[src/hdl/hfs_pkg.sv]
`default_nettype none

package hfs_pkg;

    localparam int CFG_INDEX_W = 3;
    localparam int CFG_DATA_W  = 32;

    typedef enum logic [2:0] {
        OP_WATER    = 3'd0,
        OP_BODY     = 3'd1,
        OP_POWER    = 3'd2,
        OP_RESTART  = 3'd3,
        OP_EXTERNAL = 3'd4
    } op_t;

    typedef logic [3:0] fault_t;

    localparam fault_t FAULT_NONE        = 4'd0;
    localparam fault_t FAULT_WATER_LOST  = 4'd1;
    localparam fault_t FAULT_OVERTEMP    = 4'd2;
    localparam fault_t FAULT_BODY_TEMP   = 4'd3;
    localparam fault_t FAULT_RELAY_STUCK = 4'd4;
    localparam fault_t FAULT_BODY_LOST   = 4'd5;
    localparam fault_t FAULT_ELEMENT     = 4'd6;
    localparam fault_t FAULT_OVERCURRENT = 4'd7;
    localparam fault_t FAULT_MAX_CODE    = 4'd10;

    localparam logic [CFG_INDEX_W-1:0] CFG_WATER_FAULT_TEMP = 3'd0;
    localparam logic [CFG_INDEX_W-1:0] CFG_BODY_FAULT_TEMP  = 3'd1;
    localparam logic [CFG_INDEX_W-1:0] CFG_WATER_LOST_MS    = 3'd2;
    localparam logic [CFG_INDEX_W-1:0] CFG_BODY_LOST_MS     = 3'd3;
    localparam logic [CFG_INDEX_W-1:0] CFG_ELEMENT_CHECK_MS = 3'd4;
    localparam logic [CFG_INDEX_W-1:0] CFG_MIN_POWER_W      = 3'd5;
    localparam logic [CFG_INDEX_W-1:0] CFG_MAX_POWER_W      = 3'd6;
    localparam logic [CFG_INDEX_W-1:0] CFG_STUCK_POWER_W    = 3'd7;

    localparam logic signed [15:0] WATER_FAULT_TEMP_RST = 16'sd1360;
    localparam logic signed [15:0] BODY_FAULT_TEMP_RST  = 16'sd1120;
    localparam logic [31:0]        WATER_LOST_MS_RST    = 32'd10000;
    localparam logic [31:0]        BODY_LOST_MS_RST     = 32'd10000;
    localparam logic [31:0]        ELEMENT_CHECK_MS_RST = 32'd5000;
    localparam logic [15:0]        MIN_POWER_W_RST      = 16'd500;
    localparam logic [15:0]        MAX_POWER_W_RST      = 16'd3000;
    localparam logic [15:0]        STUCK_POWER_W_RST    = 16'd100;

    localparam logic [31:0] STUCK_DELAY_MS = 32'd3000;

endpackage

`default_nettype wire

[src/hdl/heater_fault_supervisor.sv]
`default_nettype none

// Channel   Handshake               Payload
// input     in_valid / in_stall     operation, now_ms, temp_value, temp_missing,
//                                   power_watts, power_valid, relay_on, external_code
// output    out_valid / out_stall   fault_code, new_fault
// config    cfg_we                  cfg_index, cfg_data
//
// One event per cycle unless stalled; each event passes the input and result registers.
// It is evaluated combinationally from the input register against the tracker state,
// and the state and the result register are written at the same edge.
// Reset clears the latched fault and all timers and loads the threshold defaults.
// A stall on the output holds the result register and then the input register.
module heater_fault_supervisor (
    input  wire logic                            clk,
    input  wire logic                            rst_n,
    input  wire logic                            in_valid,
    output      logic                            in_stall,
    input  wire logic [2:0]                      operation,
    input  wire logic [31:0]                     now_ms,
    input  wire logic signed [15:0]              temp_value,
    input  wire logic                            temp_missing,
    input  wire logic [15:0]                     power_watts,
    input  wire logic                            power_valid,
    input  wire logic                            relay_on,
    input  wire logic [3:0]                      external_code,
    output      logic                            out_valid,
    input  wire logic                            out_stall,
    output      logic [3:0]                      fault_code,
    output      logic                            new_fault,
    input  wire logic                            cfg_we,
    input  wire logic [hfs_pkg::CFG_INDEX_W-1:0] cfg_index,
    input  wire logic [hfs_pkg::CFG_DATA_W-1:0]  cfg_data
);
    import hfs_pkg::*;

    // Configuration registers
    logic signed [15:0] water_fault_temp_reg;
    logic signed [15:0] body_fault_temp_reg;
    logic [31:0]        water_lost_ms_reg;
    logic [31:0]        body_lost_ms_reg;
    logic [31:0]        element_check_ms_reg;
    logic [15:0]        min_power_w_reg;
    logic [15:0]        max_power_w_reg;
    logic [15:0]        stuck_power_w_reg;

    // Input register
    logic               s1_valid_reg;
    logic [2:0]         op_reg;
    logic [31:0]        now_reg;
    logic signed [15:0] temp_reg;
    logic               missing_reg;
    logic [15:0]        power_reg;
    logic               pvalid_reg;
    logic               relay_reg;
    logic [3:0]         ext_reg;

    // Tracker state
    fault_t      latched_reg, latched_next;
    logic [31:0] water_since_reg, water_since_next;
    logic        water_seen_reg, water_seen_next;
    logic [31:0] body_since_reg, body_since_next;
    logic        body_seen_reg, body_seen_next;
    logic        body_ever_reg, body_ever_next;
    logic [31:0] off_since_reg, off_since_next;
    logic        was_on_reg, was_on_next;
    logic [31:0] on_since_reg, on_since_next;
    logic        on_tracked_reg, on_tracked_next;

    // Result register
    logic        out_valid_reg;
    fault_t      fault_code_reg;
    logic        new_fault_reg, new_fault_next;

    logic        advance;
    logic        fire;
    logic        faulted;
    fault_t      cand;
    logic [31:0] on_ref;
    logic [31:0] off_ref;

    assign advance  = !out_valid_reg || !out_stall;
    assign in_stall = s1_valid_reg && !advance;
    assign fire     = s1_valid_reg && advance;
    assign faulted  = latched_reg != FAULT_NONE;

    assign out_valid  = out_valid_reg;
    assign fault_code = fault_code_reg;
    assign new_fault  = new_fault_reg;

    always_ff @(posedge clk or negedge rst_n)
    begin
        if (!rst_n)
        begin
            water_fault_temp_reg <= WATER_FAULT_TEMP_RST;
            body_fault_temp_reg  <= BODY_FAULT_TEMP_RST;
            water_lost_ms_reg    <= WATER_LOST_MS_RST;
            body_lost_ms_reg     <= BODY_LOST_MS_RST;
            element_check_ms_reg <= ELEMENT_CHECK_MS_RST;
            min_power_w_reg      <= MIN_POWER_W_RST;
            max_power_w_reg      <= MAX_POWER_W_RST;
            stuck_power_w_reg    <= STUCK_POWER_W_RST;
        end
        else if (cfg_we)
        begin
            case (cfg_index)
                CFG_WATER_FAULT_TEMP: water_fault_temp_reg <= signed'(cfg_data[15:0]);
                CFG_BODY_FAULT_TEMP:  body_fault_temp_reg  <= signed'(cfg_data[15:0]);
                CFG_WATER_LOST_MS:    water_lost_ms_reg    <= cfg_data;
                CFG_BODY_LOST_MS:     body_lost_ms_reg     <= cfg_data;
                CFG_ELEMENT_CHECK_MS: element_check_ms_reg <= cfg_data;
                CFG_MIN_POWER_W:      min_power_w_reg      <= cfg_data[15:0];
                CFG_MAX_POWER_W:      max_power_w_reg      <= cfg_data[15:0];
                CFG_STUCK_POWER_W:    stuck_power_w_reg    <= cfg_data[15:0];
                default:              ;
            endcase
        end
    end

    always_ff @(posedge clk or negedge rst_n)
    begin
        if (!rst_n)
        begin
            s1_valid_reg <= 1'b0;
        end
        else if (!in_stall)
        begin
            s1_valid_reg <= in_valid;
        end
    end

    always_ff @(posedge clk)
    begin
        if (in_valid && !in_stall)
        begin
            op_reg      <= operation;
            now_reg     <= now_ms;
            temp_reg    <= temp_value;
            missing_reg <= temp_missing;
            power_reg   <= power_watts;
            pvalid_reg  <= power_valid;
            relay_reg   <= relay_on;
            ext_reg     <= external_code;
        end
    end

    // An unseen relay-on edge uses the current time as its start, and a relay
    // that was on until now restarts the off timer at the current time.
    assign on_ref  = on_tracked_reg ? on_since_reg : now_reg;
    assign off_ref = was_on_reg ? now_reg : off_since_reg;

    always_comb
    begin
        water_since_next = water_since_reg;
        water_seen_next  = water_seen_reg;
        body_since_next  = body_since_reg;
        body_seen_next   = body_seen_reg;
        body_ever_next   = body_ever_reg;
        off_since_next   = off_since_reg;
        was_on_next      = was_on_reg;
        on_since_next    = on_since_reg;
        on_tracked_next  = on_tracked_reg;
        cand             = FAULT_NONE;

        case (op_t'(op_reg))
            OP_WATER:
            begin
                if (!faulted)
                begin
                    if (missing_reg)
                    begin
                        if (water_seen_reg)
                        begin
                            water_since_next = now_reg;
                            water_seen_next  = 1'b0;
                        end
                        else if (now_reg - water_since_reg >= water_lost_ms_reg)
                        begin
                            cand = FAULT_WATER_LOST;
                        end
                    end
                    else
                    begin
                        water_seen_next = 1'b1;
                        if (temp_reg >= water_fault_temp_reg)
                        begin
                            cand = FAULT_OVERTEMP;
                        end
                    end
                end
            end
            OP_BODY:
            begin
                if (!faulted)
                begin
                    if (!missing_reg && temp_reg >= body_fault_temp_reg)
                    begin
                        cand = FAULT_BODY_TEMP;
                    end
                    else if (missing_reg)
                    begin
                        if (body_seen_reg)
                        begin
                            body_since_next = now_reg;
                            body_seen_next  = 1'b0;
                        end
                        else if (body_ever_reg &&
                                 now_reg - body_since_reg >= body_lost_ms_reg)
                        begin
                            cand = FAULT_BODY_LOST;
                        end
                    end
                    else
                    begin
                        body_seen_next = 1'b1;
                        body_ever_next = 1'b1;
                    end
                end
            end
            OP_POWER:
            begin
                if (!faulted)
                begin
                    if (relay_reg)
                    begin
                        was_on_next     = 1'b1;
                        on_since_next   = on_ref;
                        on_tracked_next = 1'b1;
                        if (pvalid_reg && now_reg - on_ref >= element_check_ms_reg)
                        begin
                            // Element fault takes priority when both limits trip.
                            if (power_reg < min_power_w_reg)
                            begin
                                cand = FAULT_ELEMENT;
                            end
                            else if (power_reg > max_power_w_reg)
                            begin
                                cand = FAULT_OVERCURRENT;
                            end
                        end
                    end
                    else
                    begin
                        on_tracked_next = 1'b0;
                        off_since_next  = off_ref;
                        was_on_next     = 1'b0;
                        if (pvalid_reg && now_reg - off_ref >= STUCK_DELAY_MS &&
                            power_reg >= stuck_power_w_reg)
                        begin
                            cand = FAULT_RELAY_STUCK;
                        end
                    end
                end
            end
            OP_RESTART:
            begin
                water_since_next = now_reg;
                water_seen_next  = 1'b0;
                body_since_next  = now_reg;
                body_seen_next   = 1'b0;
                body_ever_next   = 1'b0;
                off_since_next   = now_reg;
                was_on_next      = 1'b0;
                on_since_next    = now_reg;
                on_tracked_next  = 1'b0;
            end
            OP_EXTERNAL:
            begin
                if (ext_reg != FAULT_NONE && ext_reg <= FAULT_MAX_CODE)
                begin
                    cand = ext_reg;
                end
            end
            default:
            begin
            end
        endcase

        new_fault_next = !faulted && cand != FAULT_NONE;
        latched_next   = new_fault_next ? cand : latched_reg;
    end

    always_ff @(posedge clk or negedge rst_n)
    begin
        if (!rst_n)
        begin
            latched_reg     <= FAULT_NONE;
            water_since_reg <= '0;
            water_seen_reg  <= 1'b0;
            body_since_reg  <= '0;
            body_seen_reg   <= 1'b0;
            body_ever_reg   <= 1'b0;
            off_since_reg   <= '0;
            was_on_reg      <= 1'b0;
            on_since_reg    <= '0;
            on_tracked_reg  <= 1'b0;
        end
        else if (fire)
        begin
            latched_reg     <= latched_next;
            water_since_reg <= water_since_next;
            water_seen_reg  <= water_seen_next;
            body_since_reg  <= body_since_next;
            body_seen_reg   <= body_seen_next;
            body_ever_reg   <= body_ever_next;
            off_since_reg   <= off_since_next;
            was_on_reg      <= was_on_next;
            on_since_reg    <= on_since_next;
            on_tracked_reg  <= on_tracked_next;
        end
    end

    always_ff @(posedge clk or negedge rst_n)
    begin
        if (!rst_n)
        begin
            out_valid_reg <= 1'b0;
        end
        else if (advance)
        begin
            out_valid_reg <= s1_valid_reg;
        end
    end

    always_ff @(posedge clk)
    begin
        if (fire)
        begin
            fault_code_reg <= latched_next;
            new_fault_reg  <= new_fault_next;
        end
    end

    // A reported new fault always carries a real fault code.
    assert property (@(posedge clk) disable iff (!rst_n)
        out_valid && new_fault |-> fault_code != FAULT_NONE)
        else $error("new fault reported with no fault code");

    // Once latched, the fault never changes until reset.
    assert property (@(posedge clk) disable iff (!rst_n)
        latched_reg != FAULT_NONE |=> latched_reg == $past(latched_reg))
        else $error("latched fault changed");

    // The input side only stalls when an event is held in the input register.
    assert property (@(posedge clk) disable iff (!rst_n)
        in_stall |-> s1_valid_reg && out_valid_reg && out_stall)
        else $error("input stalled with no held event");

    // An event processed while a fault is latched never reports a new fault.
    assert property (@(posedge clk) disable iff (!rst_n)
        fire && faulted |=> !new_fault_reg)
        else $error("second fault latched");

endmodule

`default_nettype wire

[config.mk]
export PLATFORM = sky130hd
export DESIGN_NAME = heater_fault_supervisor
export DESIGN_NICKNAME = d
export VERILOG_FILES = /design/src/hdl/hfs_pkg.sv /design/src/hdl/heater_fault_supervisor.sv
export SDC_FILE = /design/constraint.sdc
export NUM_CORES = 1
export LEC_CHECK = 0
export ABC_AREA = 1
export BUFFER_PORTS_ARGS = -buffer_cell sky130_fd_sc_hd__buf_2
export CAP_MARGIN = 10
export CELL_PAD_IN_SITES_DETAIL_PLACEMENT = 0
export CELL_PAD_IN_SITES_GLOBAL_PLACEMENT = 1
export CORE_UTILIZATION = 50
export DETAILED_ROUTE_END_ITERATION = 10
export PLACE_DENSITY_LB_ADDON = 0.1
export SYNTH_ARGS = -nofsm -noshare
export SYNTH_HDL_FRONTEND = slang
export SYNTH_SLANG_ARGS = --single-unit
[constraint.sdc]
create_clock -name clk -period 7.5 [get_ports clk]
set_input_delay 0.375 -clock clk [delete_from_list [all_inputs] [get_ports clk]]
set_output_delay 0.375 -clock clk [all_outputs]
set_load 0.01 [all_outputs]
==> impl_results.md <==
* TritonCTS clock tree: yes
* Tcrit/Tclk final at 76.7%
* Asr flop ratio synth at 79.9%
* Startpoint types: register
* Layout cells sized above 1 at roughly a tenth
* Reg clk slew, reported paths at 0.06 ns
* Unique cell type count in the Yosys netlist at 54
* Placed instance count at 4,276
* Req. time, crit path at just under 8 ns
* Clock Tree Root: clkbuf_16
* Maximum vdd ir drop at about 0.00022 V
* Clk sink count at roughly 400
* Setup TNS at 0 ns
* Largest net degree at the start of global routing at roughly 160
* First-pass DRT Iterations at 5
* Cell row count at 85
* Die area at 55,500 um^2
* Core area at 53,800 um^2
* Final Critical Period at about 5.8 ns
* Starting DRT DRC Count at 1,501
* Setup WS post-layout at 1.74 ns
* Area grow syn2layout at 13.9%
* Initial core utilization at 50.7%
* Final Hold Violating Endpoints at 0
* Worst Tran Pin Value at 1.23 ns
* Leak at 15.7 nW
* Setup violations, final at 0
* Ports at 121
* Worst rel slew slack at 18.3%
* Syn Nets at 3,945
* Total track usage at 27.6%
* Ys Warns at 0
* Chip Height at 236 um
* Total number of vias at about 23,000
* Unrepaired setup endpoints after global routing: no
* HP Class: in -> reg
* Max FO, Critical Path at 33
* Synth area leaders: dfrtp_1 (25%), ha_1 (14%), nand2_1 (13%)
* WS Path Type: reg -> reg
* Syn Inst Count at 3,527
* Die X-Extent at approximately 240 um
* CP Buf/Inv Count at 3
* Slowest stage delay, CP at about 0.60 ns
* Max Cap Viol at 0
* DR DRC count at 0
* Arr. time, crit path at 6.10 ns
* First-pass GRT wire length at approximately 120 mm
* Synth Flop Type: dfrtp_1
* Cell taking the most area after synthesis: dfrtp_1
* Mapped Area at ~27,000 um^2
* Max Freq at 174 MHz
* Sequential share of the synthesized area at 37.7%
* Port buffer count at 120
* R2R cell count at 26
* H-tree level count at 2
* Max-slew violations at 0
* Critical path's top delay family: simple AND/OR/NAND/NOR gates
* Worst hold slack at 0.0303 ns
* Initial antenna violation count at 4
* Cts repair resizes at 0
* WP depth at 26
* WL final at 76.2 mm
* Vias in the first global route at 22,839
* Status: finished, final reports clean
* HPWL Detailed at 59.6 mm
* Clock Skews at ~0.02 ns
* CTS buffer count at 48
* Hold path depth at 3
* DR WL/cell at about 17 um
* Routability cong. at 0.945
* GRT overflow at 0
* Synth top area share at 25.3%
* PwrDens at approximately 360 nW/um^2
* Pre-CTS WS at approximately 1.8 ns
* Worst setup EP type: register
* Most used cell, CP: nand2_1
* Worst skew pair latency at 0.60 ns
* Max stage delay cell, worst path: inv_1
* Top cells by count, synth: nand2_1 (937), inv_1 (571), o21ai_0 (421)
* Syn avg cell area at 7.73 um^2
* Layout Utilization at between 50% and 60%
* Antenna Nets Post-Route at 0
* Clock Tree Buf Depth at 3
* Synthesis-stage register bit count at 393
* Post-Layout Cell Count at roughly 4,500
* Via-to-Cell Ratio at 5.25
* Post-synth EDFFs at 79
* Top-count cell post-synth: nand2_1
* Nets at ~4,100
-- cell type report --
type                       instances  area (um^2)
fill                            5088        22700
clock inverter                    29          308
multi-input combinational       2482        14600
clock buffer                      61         1300
antenna                            1         2.50
tap                              696          871
sequential                       393        10300
timing repair buffer             217         1570
inverter                         576         2160
-- per-layer routing --
layer | vias up | global-route usage [%] | wire [um]
li1 | 11852 | - | -
met3 | 132 | 3.33 | 3690
met4 | 0 | 9.59 | 2620
met1 | 10933 | 37.2 | 34400
met5 | - | 0 | 0
met2 | 482 | 45.7 | 35500
-- timing repair --
| action | in CTS | in global routing |
|---|---|---|
| hold buffers | 88 | 0 |
| endpoints found under the setup margin | 0 | 0 |
| endpoints found under the hold margin | 148 | 0 |
| buffers inserted | 0 | 0 |
-- power by group --
group	total (mW)	leakage, nW	internal (mW)	switching (mW)
Sequential	3.05	4.58	2.75	0.306
Combinational	5.72	10.3	2.15	3.57
Clock	2.38	0.809	1.41	0.975
Total	11.2	15.7	6.30	4.85
-- cell families after synthesis --
group                      count (synthesis)  synth area share [%]
and+or+nand+nor                         1298                  19.5
xor gates and xnor gates                  94                  3.02
AOI/OAI and AO/OA                        722                  14.1
muxes                                     64                  2.64
buffers and inverters                    652                  9.03
adders and majority gates                304                  14.1
DFF                                      393                  37.7
-- worst reg2reg max path: cells and delay by family (launching register included) --
kind / cells / cell delay, ns
buf+inv: 3 / 1.06
simple gates: 14 / 2.19
fa+ha+maj: 2 / 0.69
compound gates: 6 / 1.04
flops: 1 / 0.37
xor+xnor: 1 / 0.16
-- per-stage QoR --
stage	power, mW	area (um^2)
after floorplan	7.18	27300
after global placement	8.56	28600
after detailed placement	8.72	28600
after CTS	11.2	31100
after global routing	12.2	31100
final	11.2	31100
-- placed cells by master (no fill, tap or decap), types with 5 or more instances in the layout --
master,instances
a21o_1,11
a21oi_1,201
a31oi_1,14
and2_1,8
buf_2,119
buf_4,8
bufinv_16,5
clkbuf_1,8
clkbuf_16,48
clkbuf_8,5
clkinv_2,19
dfrtp_1,276
dfstp_2,38
dlygate4sd3_1,88
edfxtp_1,79
ha_1,300
inv_1,570
inv_2,5
mux2_2,61
nand2_1,935
nand2_2,16
nand3_1,85
nand3_2,6
nand3b_1,7
nand4_1,29
nor2_1,163
nor2_2,10
nor3_1,24
nor3_2,5
o21a_1,21
o21ai_0,421
o21ai_1,13
o21bai_1,8
xnor2_1,28
xor2_1,66
-- worst paths after layout --
kind	start	endpoint	slack, ns
max reg2reg	on_tracked_reg$_DFFE_PN0P_	fault_code[3]$_DFFE_PP_	1.74
min reg2reg	s1_valid_reg$_DFFE_PN0N_	out_valid$_DFFE_PN0N_	0.48
max in group asynchronous	rst_n	body_since_reg[2]$_DFFE_PN0P_	5.65
min	cfg_data[15]	stuck_power_w_reg[15]$_DFFE_PN0P_	0.03
max	on_tracked_reg$_DFFE_PN0P_	fault_code[3]$_DFFE_PP_	1.74
min in group asynchronous	rst_n	water_fault_temp_reg[9]$_DFFE_PN0P_	0.34
No activity file was read; power rests on OpenSTA's default activity.
